$ cat src/rtl/skvt_ram.sv
module skvt_ram #(
    parameter int WIDTH = 8,
    parameter int DEPTH = 16,
    parameter int AW    = (DEPTH > 1) ? $clog2(DEPTH) : 1
) (
    input  logic             i_clk,
    input  logic             i_we,
    input  logic [AW-1:0]    i_addr,
    input  logic [WIDTH-1:0] i_wdata,
    output logic [WIDTH-1:0] o_rdata
);

    logic [WIDTH-1:0] r_mem [DEPTH];
    logic [WIDTH-1:0] r_rdata;

    // Single port with registered read.
    always_ff @(posedge i_clk) begin
        if (i_we) begin
            r_mem[i_addr] <= i_wdata;
        end
        r_rdata <= r_mem[i_addr];
    end

    assign o_rdata = r_rdata;

endmodule

$ cat config.mk
export PLATFORM = sky130hd
export DESIGN_NAME = skvt_ram
export DESIGN_NICKNAME = d
export VERILOG_FILES = /design/src/rtl/skvt_ram.sv
export SDC_FILE = /design/constraint.sdc
export NUM_CORES = 1
export LEC_CHECK = 0
export BUFFER_PORTS_ARGS = -buffer_cell sky130_fd_sc_hd__buf_2
export CAP_MARGIN = 20
export CORE_MARGIN = 10
export CORE_UTILIZATION = 35
export CTS_CLUSTER_DIAMETER = 150
export DETAILED_ROUTE_END_ITERATION = 6
export SLEW_MARGIN = 20
export SYNTH_ARGS = -nofsm -noshare
export SYNTH_HDL_FRONTEND = slang
export SYNTH_SLANG_ARGS = --single-unit
$ cat constraint.sdc
create_clock -name i_clk -period 3.1 [get_ports i_clk]
set_clock_uncertainty 0.05 [all_clocks]
set_input_delay 0.62 -clock i_clk [delete_from_list [all_inputs] [get_ports i_clk]]
set_output_delay 0.62 -clock i_clk [all_outputs]
set_load 0.05 [all_outputs]
==> results.json <==
{
  "grt_pass1_vias": 2572,
  "muxShareOfSynthArea_pct": 14.2,
  "fin_tns_setup_ns": 0,
  "dieArea_um2": 19700,
  "ys_warn_count": 0,
  "synth_compound_area_share_pct": 2.37,
  "maxSlewHeadroom_pct": 50.3,
  "finish.net_count": 290,
  "ys_seq_elements": 136,
  "vias": 2338,
  "grt_pass1_wl_mm": 15.4,
  "p_leak_nw": 2.00,
  "synth_xor_area_share_pct": 0,
  "wl_per_cell_um": 20.8,
  "synth-seq-area-share_pct": 79.0,
  "syn_inst": 230,
  "grtUsageMet1_pct": 12.9,
  "yosys.area_share.simple_pct": 3.21,
  "synth-adder-area-share_pct": 0,
  "grt_start_max_net_pins": 23,
  "r2r_end": "o_rdata[3]",
  "maxCapViolCount": 0,
  "setup_viol": 0,
  "timing.rr.start": "r_mem[0][3]",
  "fin_crit_ns": 2.05,
  "netlist_area_um2": 5070,
  "drc": 0,
  "dpl.cell_count": 436,
  "cp_max_fo": 15,
  "powerDensity_nw_per_um2": 710,
  "dp_hpwl_mm": 6.64,
  "finalHoldViolCount": 0,
  "min_from": "i_wdata[6]",
  "routed_wl_mm": 9.78,
  "rsz0062_at_grt": "false",
  "num_rows": 43,
  "overflow": 0,
  "cp.required_ns": 3.33,
  "grtUsageTotal_pct": 10.5,
  "use_met2_pct": 16.0,
  "layout-drive-gt1-share_pct": 34.3,
  "power.total_mw": 4.31,
  "syn_avg_cell_area_um2": 22.0,
  "clkTransAtPathRegs_ns": 0.06,
  "port_buffers": 21,
  "synth_top_family_by_area": "multiplexers",
  "maxSlewViolCount": 0,
  "initial_utilization_pct": 36.1,
  "arrival_ns": 2.28,
  "yosys.cell_types.count": 18,
  "core_um2": 14000,
  "cts-resized-gates": 0,
  "die_h_um": 140,
  "holdPathStages": 1,
  "grtUsageMet3_pct": 4.09,
  "cts_tree": "yes",
  "gp_congestion": 0.746,
  "diodes": 0,
  "drtPass1Iterations": 4,
  "worstSetupPathType": "in -> reg",
  "dp_slack_ns": 0.589,
  "avgViaCountPerCell": 4.99,
  "dieWidth_um": 140,
  "antenna_found_initial": 0,
  "clkLatencyLatePin_ns": 0.41,
  "synth_nets": 244,
  "status": "completed",
  "cts_sinks": 136,
  "antenna_left": 0,
  "r2r_cells": 3,
  "drt-initial-drc-count": 196,
  "whs_endpoint": "r_mem[12][6]",
  "cts_buffers": 17,
  "tightestPinTransition_ns": 0.743,
  "pin_count": 22,
  "min_path_type": "in -> reg",
  "cp-start-kind": "primary input",
  "fmax_mhz": 488,
  "layout_worst_path_cycle_share_pct": 66.1,
  "cts-root-buf": "clkbuf_16",
  "setup_slack_ns": 1.05,
  "cts_hold_buf": 0,
  "cts_buffer_depth": 2,
  "max-vdd-ir-drop_mv": 0.376,
  "crit_path_end_kind": "register",
  "layout.cells.non_filler": 469,
  "busiest_layer": "met2",
  "area_growth_pct": 19.9,
  "regToRegSetupSlack_ns": 1.63,
  "post-cts-setup-buffer-count": 0,
  "post-route-util_pct": 43.3,
  "htreeDepth": 4
}
## where the power goes
group          switching, mW  leakage, nW  internal, mW
registers             0.0112         1.22          2.06
clock network          0.690        0.290          1.32
logic                  0.152        0.488        0.0811
total                  0.853         2.00          3.46
## through the flow
stage               hold WS [ns]  cell area [um2]
global route               0.547             6080
finish                     0.547             6080
global placement           0.623             5470
CTS                        0.537             6070
detailed placement         0.627             5470
floorplan                  0.585             5070
## final cells by class
cell class | instances | area (um2)
Fill cell | 1191 | 7970
Sequential cell | 136 | 4000
Multi-Input combinational cell | 83 | 1000
Clock buffer | 24 | 482
Timing Repair Buffer | 38 | 243
Tap cell | 180 | 225
Clock inverter | 8 | 120
## worst max path at each step
stage          slack, ns          end  startpoint
3_5_place_dp        0.59  r_mem[4][6]   i_addr[0]
2_1_floorplan       0.94  r_mem[0][0]   i_addr[2]
3_3_place_gp        0.66   o_rdata[2]   i_addr[0]
6_report            1.05   o_rdata[3]   i_addr[0]
5_1_grt             0.96   o_rdata[4]   i_addr[0]
4_1_cts             1.02   o_rdata[3]   i_addr[0]
## Yosys cell counts
cell type    n  area [um2]
edfxtp_1   128        3840
buf_1        4        15.0
nor2_1      13        48.8
nor2b_1      2        12.5
clkbuf_2     1        5.00
nor3_1       4        20.0
dfxtp_1      8         160
mux4_2      32         721
clkbuf_1     2        7.51
and2_1       1        6.26
or3b_2       1        8.76
nand2_1      9        33.8
nand3_1      1        5.00
buf_6        2        22.5
nand2b_1     2        12.5
a22oi_1     16         120
nand3b_1     2        15.0
buf_2        2        10.0
## cells by family after synthesis
group           count (synthesis)
buf+inv                        11
mux                            32
compound gates                 16
simple gates                   35
flops                         136
## metal layers
layer  part of all wire, %  wire, um
met5                     0         0
met4                   1.3       129
met3                   6.3       617
met2                    49      4760
met1                    44      4270
## sequential cells by signal, indices dropped and copies added (netlist names)
name,flops
o_rdata,8
r_mem,128
## critical path: stages
cell and delay, ns:
buf_2 0.44, buf_4 0.27, mux4_2 0.51, a22oi_1 0.32, nand2_1 0.11
## cells in the final DEF, fill, tap and decap left out, drive strengths merged, types with 2 or more instances in the layout
cell	instances
a22oi	16
buf	38
bufinv	3
clkbuf	24
clkinv	3
clkinvlp	2
dfxtp	8
edfxtp	128
mux4	32
nand2	9
nand2b	2
nand3b	2
nor2	13
nor2b	2
nor3	4
Note: power is estimated with default switching activity, not from simulation.
